===== src/rtl/tla_ram.sv =====
// generic single-write, single-read ram with registered read data
module tla_ram #(
	parameter int WIDTH = 64,
	parameter int DEPTH = 64
) (
	input  logic                                      clk,
	input  logic                                      we,
	input  logic [((DEPTH > 1) ? $clog2(DEPTH) : 1)-1:0] waddr,
	input  logic [WIDTH-1:0]                          wdata,
	input  logic                                      re,
	input  logic [((DEPTH > 1) ? $clog2(DEPTH) : 1)-1:0] raddr,
	output logic [WIDTH-1:0]                          rdata
);

	logic [WIDTH-1:0] mem [DEPTH];

	always_ff @(posedge clk) begin
		if (we) begin
			mem[waddr] <= wdata;
		end
		if (re) begin
			rdata <= mem[raddr];
		end
	end

endmodule


===== config.mk =====
export PLATFORM = sky130hd
export DESIGN_NAME = tla_ram
export DESIGN_NICKNAME = d
export VERILOG_FILES = /design/src/rtl/tla_ram.sv
export SDC_FILE = /design/constraint.sdc
export NUM_CORES = 2
export LEC_CHECK = 0
export BUFFER_PORTS_ARGS = -buffer_cell sky130_fd_sc_hd__buf_2
export CORE_ASPECT_RATIO = 1.5
export CORE_UTILIZATION = 53
export DETAILED_ROUTE_END_ITERATION = 7
export PLACE_DENSITY_LB_ADDON = 0.15
export SLEW_MARGIN = 10
export SYNTH_ARGS = -nofsm -noshare
export SYNTH_HDL_FRONTEND = slang
export SYNTH_SLANG_ARGS = --single-unit

===== constraint.sdc =====
create_clock -name clk -period 7.5 [get_ports clk]
set_input_delay 1.5 -clock clk [delete_from_list [all_inputs] [get_ports clk]]
set_output_delay 1.5 -clock clk [all_outputs]
set_load 0.02 [all_outputs]

==> summary.md <==
| Metric | Value |
|---|---|
| Primary flip-flop cell chosen by synthesis mapping | sky130_fd_sc_hd__edfxtp_1 |
| WP data required | 8110 ps |
| Slowest library cell on the worst path | sky130_fd_sc_hd__buf_4 |
| Total global-route track usage | between 20% and 30% |
| Area of the core | 295,000 um^2 |
| Synthesized area | 157,000 um^2 |
| Worst-margin pin slew | 1360 ps |
| Clock transition at path regs | 60 ps |
| Part of the power in the clock network | 41.3% |
| Worst setup path class | input port to flop |
| DR vias | about 75,000 |
| Portion of the clock cycle consumed by the worst path in the final layout | 53.4% |
| Cell Pwr Density | 271 nW/um^2 |
| Chain of cells forming the critical path | buf_8, buf_12, buf_4, mux4_2, mux2i_1, o22ai_1, a31oi_1, a211oi_1 |
| H-tree level count | 5 |
| Clock tree from TritonCTS | yes |
| Yosys warnings | 0 |
| Remaining global-route overflow | 0 |
| F_max | 250 MHz |
| Proportion of register bits with asynchronous set or reset after synthesis | 0% |
| Width of the chip | 446 um |
| Maximum buffer depth of the clock tree | 4 |
| Post-Route Skew | ~38 ps |
| Final Hold Viols | 0 |
| Clk sinks | 4,160 |
| Sw frac | about a fifth |
| Number of gates resized after cts | 0 |
| Final critical path time including I/O delays and setup | between 4000 and 5000 ps |
| Count of nets left with antenna violations after detail routing | 0 |
| Maximum number of pins on one net before global-route repair | 110 |
| DRC violation count after routing | 0 |
| Port-buffer cells | 142 |
| Clk Tree Root Cell | sky130_fd_sc_hd__clkbuf_16 |
| Fin. max-slew vios | 0 |
| Worst Setup End Kind | flop |
| Peak supply drop | 0.204 mV |
| Post-detailed-routing wire length | 430,000 um |
| Class of the most critical hold timing path | flop to flop |
| Cell count after synthesis | 6,598 |
| Arrival time reported for the critical path endpoint | between 4000 and 5000 ps |
| Crit path capture | rdata[54]$_DFFE_PP_ |
| Critical R2R Launch | mem[12][10]$_DFFE_PP_ |
| Post-Place Worst Slack | 2570 ps |
| Antenna violations before repair | 30 |
| Kind of start point of the critical path | input port |
| Post-layout nets | 7,037 |
| CTS Buf Count | 375 |
| Internal Pwr Total | 38.0 mW |
| Synth cell types | 32 |
| Worst setup path startpoint | raddr[2] |
| Share of post-route cells with drive strength above 1 | 27.8% |
| Depth of the worst register-to-register path | 5 |
| Mean number of vias per cell | 6.69 |
| Clock latency of the later-clocked register in the worst-skew pair | 920 ps |
| Leakage Power | 54.6 nW |
| RePlAce Congestion | around 0.80 |
| Post-synthesis area per instance | roughly 24 um^2 |
| Std-Cell Rows | 244 |
| Worst Slack Setup Final | about 3500 ps |
| Setup-violating endpoint count in the final report | 0 |
| Post-CTS Setup Inserts | 0 |
| Setup_tns | 0 ps |
| Number of placed I/O pins | roughly 140 |
| Flip-flop and latch count after synthesis | 4,160 |
| Run status | finished, final reports clean |
| Seq/Total Area, Yosys | 79.6% |
| Number of nets in the synthesized netlist | 6,677 |
| Gate power share | between 4 and 5% |
| Unrepaired setup endpoints after global routing | no |
| End of the worst register-to-register path | rdata[10]$_DFFE_PP_ |
| Worst slew margin | 9.52% |
| Maximum Capacitance Violations | 0 |
| Setup slack of the most critical reg-to-reg path | 5360 ps |
| Critical Path Fanout Max | 77 |
| Sequential fraction of design power | 54.1% |
| Die Area | 298,000 um^2 |
| Global-route wire length before repair | 600,000 um |
| Detailed Route Iter0 Violations | 9,097 |
| HPWL after detailed placement | 232,000 um |
| Number of enable flip-flop cells after synthesis | 4,160 |
| Switching pwr | 9.84 mW |
| Average detailed-routed wire length per instance | 38.4 um |
| Number of hold buffers added after CTS | 0 |
| Area growth syn-to-layout | 12.3% |
| Slowest cell delay on critical path | approximately 700 ps |
| Initial cell density of the core | 53.3% |
| Vias in the first global route | about 76,000 |
| Drt pass-1 iters | 6 |
| Height of the die | 669 um |
## synth_stat cells (all sizes together), types with 29 or more instances
| cell type | n | area share (%) |
|---|---|---|
| buf | 230 | 0.80 |
| a22oi | 168 | 0.80 |
| a211oi | 63 | 0.30 |
| o221ai | 38 | 0.21 |
| and3 | 64 | 0.26 |
| mux2i | 135 | 0.86 |
| clkbuf | 140 | 0.33 |
| a22o | 88 | 0.49 |
| edfxtp | 4160 | 80 |
| nand2 | 58 | 0.14 |
| mux4 | 1024 | 15 |
| o22ai | 83 | 0.33 |
| nor2 | 112 | 0.27 |
| or3 | 29 | 0.12 |
| nand3 | 45 | 0.14 |
## worst max-delay path: cells and delay by family
| family | cells | cell delay [ps] |
|---|---|---|
| buffers and inverters | 3 | 1640 |
| multiplexers | 2 | 660 |
| AO/OA/AOI/OAI | 3 | 620 |
## sequential cells by signal, indices dropped and copies added, names as in the netlist
register / count
rdata: 64
mem: 4096
## power by group through the flow
| stage | registers, mW | logic (mW) | clock network (mW) |
|---|---|---|---|
| after CTS | 25.9 | 2.19 | 20.0 |
| final | 25.9 | 2.17 | 19.8 |
| after global routing | 25.9 | 2.29 | 20.8 |
| after detailed placement | 26.4 | 2.19 | 0 |
| after global placement | 26.4 | 2.15 | 0 |
| after floorplan | 26.4 | 1.20 | 0 |
## layout make-up
class	count	area [um^2]
diodes	15	37.5
clock buffers	455	9940
clock inverters	218	2540
fillers	20300	118000
inverters	19	71.3
multi-input cells	2049	30800
flip-flops and latches	4160	125000
well taps	3936	4920
repair buffers	353	3050
## cells by family after synthesis
family          Yosys count  share of synthesized area, %
compound gates          504                          2.47
simple gates            386                          1.23
mux                    1159                          15.6
flops                  4160                          79.6
buf+inv                 389                          1.18
## worst min path at each step
stage                                     start             endpoint  slack, ps  cells past startpoint
after floorplan           mem[30][61]$_DFFE_PP_  rdata[61]$_DFFE_PP_        860                      4
after global placement    mem[55][34]$_DFFE_PP_  rdata[34]$_DFFE_PP_        910                      4
after detailed placement  mem[36][63]$_DFFE_PP_  rdata[63]$_DFFE_PP_        910                      4
after CTS                 mem[38][63]$_DFFE_PP_  rdata[63]$_DFFE_PP_        900                      4
after global routing      mem[38][63]$_DFFE_PP_  rdata[63]$_DFFE_PP_        950                      4
final                     mem[38][63]$_DFFE_PP_  rdata[63]$_DFFE_PP_        900                      4
## per-layer routing
metal / global-route usage (%) / share of wire [%] / vias up
met2: 51.3 / 53 / 3587
met5: 0 / 0.0091 / -
met3: 3.66 / 7.2 / 765
li1: - / - / 29300
met1: 37.7 / 36 / 41400
met4: 9.43 / 3.5 / 6
## cells in the final DEF (no fill, tap or decap), types with 3 or more instances in the layout
cell type / n
sky130_fd_sc_hd__a2bb2oi_1: 19
sky130_fd_sc_hd__buf_4: 155
sky130_fd_sc_hd__o22ai_1: 83
sky130_fd_sc_hd__nor2_4: 65
sky130_fd_sc_hd__a31oi_1: 18
sky130_fd_sc_hd__diode_2: 15
sky130_fd_sc_hd__nand2b_1: 9
sky130_fd_sc_hd__a22o_1: 88
sky130_fd_sc_hd__inv_1: 19
sky130_fd_sc_hd__or3_1: 29
sky130_fd_sc_hd__clkinvlp_4: 12
sky130_fd_sc_hd__mux4_2: 1024
sky130_fd_sc_hd__or2_2: 28
sky130_fd_sc_hd__and3_1: 64
sky130_fd_sc_hd__mux2i_1: 135
sky130_fd_sc_hd__a41oi_1: 26
sky130_fd_sc_hd__buf_2: 138
sky130_fd_sc_hd__clkbuf_1: 68
sky130_fd_sc_hd__a22oi_1: 168
sky130_fd_sc_hd__inv_6: 6
sky130_fd_sc_hd__nand2_1: 54
sky130_fd_sc_hd__clkinv_1: 70
sky130_fd_sc_hd__o221ai_1: 38
sky130_fd_sc_hd__nand3_1: 45
sky130_fd_sc_hd__clkinv_4: 5
sky130_fd_sc_hd__clkinv_2: 64
sky130_fd_sc_hd__nor2b_1: 24
sky130_fd_sc_hd__buf_12: 58
sky130_fd_sc_hd__edfxtp_1: 4160
sky130_fd_sc_hd__nor2_1: 47
sky130_fd_sc_hd__nor2b_4: 3
sky130_fd_sc_hd__clkbuf_16: 387
sky130_fd_sc_hd__bufinv_16: 57
sky130_fd_sc_hd__a211oi_1: 63
## stage by stage
stage / hold slack (ps) / std cells / util [%] / cell area (um^2) / power [mW]
after floorplan: 865 / 6598 / - / 157000 / 27.6
after global placement: 906 / 10500 / 55.6 / 164000 / 28.5
after detailed placement: 906 / 10500 / 55.6 / 164000 / 28.6
after CTS: 900 / 11200 / 59.8 / 176000 / 48.1
after global routing: 950 / 11200 / 59.8 / 176000 / 49.0
final: 896 / 11200 / 59.8 / 176000 / 47.8
Power figures use the tool's default switching activity.
