$ cat src/rtl/tla_pkg.sv
// shared types and constants for the toroidal life automaton
package tla_pkg;

	localparam int DEF_MAX_COLUMNS = 64;
	localparam int DEF_MAX_ROWS    = 64;

	localparam int CFG_W     = 7;
	localparam int CFG_IDX_W = 1;

	localparam logic [CFG_IDX_W-1:0] REG_GRID_WIDTH  = 1'b0;
	localparam logic [CFG_IDX_W-1:0] REG_GRID_HEIGHT = 1'b1;
	localparam logic [CFG_W-1:0]     DIM_RESET       = 7'd20;

	localparam logic [3:0] BIRTH_COUNT   = 4'd3;
	localparam logic [3:0] SURVIVE_COUNT = 4'd2;

	typedef enum logic [1:0] {
		OP_STEP   = 2'd0,
		OP_TOGGLE = 2'd1,
		OP_CLEAR  = 2'd2,
		OP_READ   = 2'd3
	} op_t;

	typedef enum logic [3:0] {
		ST_IDLE,
		ST_CLR_RST,
		ST_CLR_OP,
		ST_TGL_RD,
		ST_TGL_WT,
		ST_LD0,
		ST_LD1,
		ST_LD2,
		ST_LD3,
		ST_CELL,
		ST_WR,
		ST_RDN,
		ST_FIN_RD,
		ST_FIN_WT
	} state_t;

endpackage

$ cat src/rtl/tla_rule_unit.sv
// shared per-cell unit: wrapped neighbour count and life rule for one column
module tla_rule_unit #(
	parameter int MAX_COLUMNS = tla_pkg::DEF_MAX_COLUMNS
) (
	input  logic [MAX_COLUMNS-1:0]                                  prev_row,
	input  logic [MAX_COLUMNS-1:0]                                  cur_row,
	input  logic [MAX_COLUMNS-1:0]                                  nxt_row,
	input  logic [((MAX_COLUMNS > 1) ? $clog2(MAX_COLUMNS) : 1)-1:0] col,
	input  logic [((MAX_COLUMNS > 1) ? $clog2(MAX_COLUMNS) : 1)-1:0] col_last,
	output logic                                                    next_bit
);
	import tla_pkg::*;

	localparam int CW = (MAX_COLUMNS > 1) ? $clog2(MAX_COLUMNS) : 1;

	logic [CW-1:0] col_m;
	logic [CW-1:0] col_p;
	logic [3:0]    count;
	logic          alive;

	always_comb begin
		// toroidal wrap on the in-use columns
		col_m = (col == '0) ? col_last : CW'(col - CW'(1));
		col_p = (col == col_last) ? '0 : CW'(col + CW'(1));
		count = 4'(prev_row[col_m]) + 4'(prev_row[col]) + 4'(prev_row[col_p])
		      + 4'(cur_row[col_m]) + 4'(cur_row[col_p])
		      + 4'(nxt_row[col_m]) + 4'(nxt_row[col]) + 4'(nxt_row[col_p]);
		alive = cur_row[col];
		next_bit = (count == BIRTH_COUNT) || (alive && (count == SURVIVE_COUNT));
	end

endmodule

$ cat config.mk
export PLATFORM = sky130hd
export DESIGN_NAME = tla_rule_unit
export DESIGN_NICKNAME = d
export VERILOG_FILES = /design/src/rtl/tla_pkg.sv /design/src/rtl/tla_rule_unit.sv
export SDC_FILE = /design/constraint.sdc
export NUM_CORES = 1
export LEC_CHECK = 0
export BUFFER_PORTS_ARGS = -buffer_cell sky130_fd_sc_hd__buf_4
export CORE_ASPECT_RATIO = 0.7
export CORE_MARGIN = 2
export CORE_UTILIZATION = 45
export DETAILED_ROUTE_END_ITERATION = 12
export GPL_ROUTABILITY_DRIVEN = 0
export MAX_ROUTING_LAYER = met4
export PLACE_DENSITY = 0.76
export SLEW_MARGIN = 10
export SYNTH_ARGS = -nofsm -noshare
export SYNTH_HDL_FRONTEND = slang
export SYNTH_SLANG_ARGS = --single-unit
$ cat constraint.sdc
create_clock -name vclk -period 10.35
set_clock_uncertainty 0.2 [all_clocks]
set_input_delay 2.07 -clock vclk [all_inputs]
set_output_delay 2.07 -clock vclk [all_outputs]
set_load 0.03 [all_outputs]
==> metrics.json <==
{
  "floorplanning": {
    "floorplan.core_area_um2": 12510,
    "die_area_um2": 13810,
    "floorplan.rows": 34,
    "initial_core_util": 0.4632,
    "top_level_ports": 205,
    "chip_height_um": 98.93,
    "dieWidth_um": 139.6
  },
  "worst_setup_path": {
    "worstPathMaxFanout": 25,
    "slowest_delay_ps": 640,
    "cpMaxStageDelayCell": "sky130_fd_sc_hd__fa_1",
    "critical_path.cell_chain": "buf_4, inv_1, ha_2, or4b_4, o21ai_2, buf_4, nand2_1, buf_4, a211oi_1, a31oi_1, a22o_1, o21ai_1, a311oi_2, fa_1, inv_1, fa_1, fa_1, inv_1, ha_1, fa_1, o21ai_0, o211a_1, buf_4",
    "critPathKind": "in -> out",
    "critPathRequiredTime_ps": 8080,
    "critPathLaunchType": "input pin",
    "end_kind": "primary output",
    "critical_path_arrival_ps": 7920
  },
  "flow_run": {
    "maxCapViolations": 0
  },
  "final_layout": {
    "areaGrowthSynthToFinish_pct": 28.42,
    "sequential_cell_area_in_the_final_layout_um2": 0,
    "final_net_count": 1122,
    "fill_cells": 1167,
    "nClkBuffers": 0,
    "drive_gt1_frac": 0.3682,
    "multiInputGateArea_um2": 5424,
    "layout.cell_area.non_filler_um2": 7440,
    "sequential_cell_total": 0
  },
  "timing": {
    "setup_ws_ps": 157.7,
    "slew-limit-headroom": 0.2386,
    "worstMarginPinSlew_ps": 1138,
    "highest_clock_frequency_the_design_can_meet_mhz": 98.11,
    "finalCritPeriodShare": 0.9848,
    "hold_ws_ps": 4639,
    "setup-tns-final_ps": 0,
    "post-route-min-period_ps": 10190,
    "unrepaired_setup_endpoints_after_global_routing": "no",
    "report.final.hold_viol_count": 0,
    "final-max-slew-violation-count": 0,
    "report.final.setup_viol": 0
  },
  "power": {
    "switching_pwr_mw": 0.2946,
    "switching_share": 0.5521,
    "power.leakage_nw": 3.158,
    "p_total_mw": 0.5335,
    "cell_internal_power_dissipation_mw": 0.2389,
    "power.combinational.fraction": 1.000,
    "pwr-share-clk": 0,
    "cellPowerDensity_nw_per_um2": 71.71,
    "worst_ir_drop_on_vdd_mv": 0.1282,
    "power_frac_seq": 0
  },
  "global_routing": {
    "wire_length_of_the_first_global_routing_pass_um": 41500,
    "grt_pass1_vias": 7318,
    "grt_start_max_net_pins": 119,
    "grt_util_all_layers": 0.3864,
    "grt_antenna_before_repair": 1,
    "gr-total-overflow": 0
  },
  "synthesis": {
    "synth_top_cell_by_area": "sky130_fd_sc_hd__mux4_2",
    "share_of_the_yosys_chip_area_belonging_to_registers": 0,
    "synth_nets": 964,
    "syn_inst": 751,
    "synth_top_cell_area_share": 0.2838,
    "synth.yosys.warnings": 0,
    "synth.top_cells.by_area": "sky130_fd_sc_hd__mux4_2 28%, sky130_fd_sc_hd__nand2_1 8.7%, sky130_fd_sc_hd__mux2i_1 7.4%, sky130_fd_sc_hd__a211oi_1 4.3%, sky130_fd_sc_hd__and3_1 3.9%",
    "yosysUniqueCellTypes": 66,
    "synthesis.area_per_instance_um2": 7.714,
    "total_standard_cell_area_after_synthesis_um2": 5793
  },
  "clock_tree": {
    "cts_hold_repair.buffers": 0
  },
  "placed_design": {
    "portBuffers": 205,
    "place_worst_setup_slack_ps": 201.3,
    "dp_wirelength_um": 19880,
    "placement.cell_area_um2": 7400
  },
  "route": {
    "dr_total_vias": 7815,
    "detail_route.wl_per_cell_um": 25.35,
    "ant_nets": 0,
    "detail_route.first_pass.iterations": 6,
    "drt_first_iter_violations": 1476,
    "avgViaCountPerCell": 7.304,
    "routed_wl_um": 27120,
    "detail_route.drc_violations": 0
  },
  "outcome": {
    "status": "completed"
  },
  "min_path": {
    "min-delay-path-class": "in -> out"
  }
}
-- cell families (layout without fill, tap and decap cells) --
logic type,after synthesis,count (layout),share of synthesized area
and+or+nand+nor,277,278,0.2203
AOI/OAI and AO/OA,233,233,0.2786
muxes,130,130,0.3853
buffers and inverters,89,244,0.07149
xor gates and xnor gates,13,13,0.01965
adders and majority gates,9,9,0.02462
other,0,1,0
-- synthesized netlist by cell type, types with 4 or more instances --
cell type                   number
sky130_fd_sc_hd__nand2_1       135
sky130_fd_sc_hd__mux4_2         73
sky130_fd_sc_hd__mux2i_1        43
sky130_fd_sc_hd__a21oi_1        38
sky130_fd_sc_hd__clkbuf_1       37
sky130_fd_sc_hd__and3_1         36
sky130_fd_sc_hd__nor2_1         35
sky130_fd_sc_hd__o21ai_0        34
sky130_fd_sc_hd__a211oi_1       33
sky130_fd_sc_hd__nand3_1        33
sky130_fd_sc_hd__buf_2          28
sky130_fd_sc_hd__a31oi_1        25
sky130_fd_sc_hd__mux2_2         14
sky130_fd_sc_hd__a22oi_1        11
sky130_fd_sc_hd__o22ai_1        11
sky130_fd_sc_hd__inv_1          10
sky130_fd_sc_hd__nor3_1         10
sky130_fd_sc_hd__xnor2_1         9
sky130_fd_sc_hd__a211o_1         8
sky130_fd_sc_hd__a311oi_1        8
sky130_fd_sc_hd__a2bb2oi_1       6
sky130_fd_sc_hd__buf_1           6
sky130_fd_sc_hd__o221ai_1        6
sky130_fd_sc_hd__a221oi_1        5
sky130_fd_sc_hd__buf_6           5
sky130_fd_sc_hd__ha_1            5
sky130_fd_sc_hd__nand2b_1        5
sky130_fd_sc_hd__nand4_1         5
sky130_fd_sc_hd__a2111oi_0       4
sky130_fd_sc_hd__a32oi_1         4
sky130_fd_sc_hd__fa_1            4
sky130_fd_sc_hd__o2111ai_1       4
sky130_fd_sc_hd__xor2_1          4
-- area by class of cell --
class	instances	area share
inverter	11	0.005550
antenna	1	0.0003364
timing repair buffer	233	0.2378
tap	162	0.02725
multi-input combinational	663	0.7291
-- per-layer routing --
metal | part of all wire | global-route usage
met4 | 0.030 | 0.07385
met2 | 0.40 | 0.5452
met1 | 0.37 | 0.5421
met3 | 0.20 | 0.1293
met5 | 0 | -
-- power by group through the flow --
stage / clock network [mW] / registers [mW] / logic (mW)
finish: 0.0000000366 / 0 / 0.534
global route: 0.0000000380 / 0 / 0.562
CTS: 0 / 0 / 0.508
detailed placement: 0 / 0 / 0.505
global placement: 0 / 0 / 0.498
floorplan: 0 / 0 / 0.316
-- through the flow --
step                      utilization  instances
after global placement         0.5916       1068
after detailed placement       0.5916       1068
after floorplan                     -        751
final                          0.5948       1070
after CTS                      0.5916       1068
after global routing           0.5948       1070
-- placed cells by master, fill, tap and decap left out, types with 3 or more instances in the layout --
| cell type | count |
|---|---|
| sky130_fd_sc_hd__and3_1 | 36 |
| sky130_fd_sc_hd__a2bb2oi_1 | 6 |
| sky130_fd_sc_hd__mux2i_1 | 43 |
| sky130_fd_sc_hd__a21oi_1 | 38 |
| sky130_fd_sc_hd__nand2_1 | 135 |
| sky130_fd_sc_hd__a311oi_1 | 7 |
| sky130_fd_sc_hd__o21ai_0 | 33 |
| sky130_fd_sc_hd__mux4_2 | 73 |
| sky130_fd_sc_hd__a211oi_1 | 33 |
| sky130_fd_sc_hd__o221ai_1 | 6 |
| sky130_fd_sc_hd__nor3_1 | 10 |
| sky130_fd_sc_hd__o311ai_0 | 3 |
| sky130_fd_sc_hd__a22o_1 | 3 |
| sky130_fd_sc_hd__o21ai_1 | 4 |
| sky130_fd_sc_hd__o31ai_1 | 3 |
| sky130_fd_sc_hd__a2111oi_0 | 4 |
| sky130_fd_sc_hd__a22oi_1 | 11 |
| sky130_fd_sc_hd__xor2_1 | 3 |
| sky130_fd_sc_hd__a31oi_1 | 25 |
| sky130_fd_sc_hd__o2111ai_1 | 4 |
| sky130_fd_sc_hd__o211a_1 | 3 |
| sky130_fd_sc_hd__inv_1 | 10 |
| sky130_fd_sc_hd__xnor2_1 | 9 |
| sky130_fd_sc_hd__a211o_1 | 8 |
| sky130_fd_sc_hd__a32oi_1 | 4 |
| sky130_fd_sc_hd__nand2b_1 | 5 |
| sky130_fd_sc_hd__nand4_1 | 5 |
| sky130_fd_sc_hd__a32o_1 | 3 |
| sky130_fd_sc_hd__buf_4 | 230 |
| sky130_fd_sc_hd__a21boi_0 | 3 |
| sky130_fd_sc_hd__mux2_2 | 14 |
| sky130_fd_sc_hd__fa_1 | 4 |
| sky130_fd_sc_hd__a221oi_1 | 5 |
| sky130_fd_sc_hd__o22ai_1 | 11 |
| sky130_fd_sc_hd__ha_1 | 4 |
| sky130_fd_sc_hd__nor2_1 | 35 |
| sky130_fd_sc_hd__nand3_1 | 33 |
-- worst max-delay path: cells and delay by family --
kind	cells	cell delay, ps
AOI/OAI and AO/OA	8	1770
adders and majority gates	6	2480
buffers and inverters	7	970
and+or+nand+nor	2	610
-- final timing paths --
| check | startpoint | to | cells past startpoint |
|---|---|---|---|
| setup / recovery | col[1] | next_bit | 23 |
| hold / removal | col[4] | next_bit | 4 |
-- timing repair --
action                     CTS  global route
resized for setup            0             6
setup endpoints to repair    0             1
setup buffers                0             0
(Power assumes the default switching activity.)
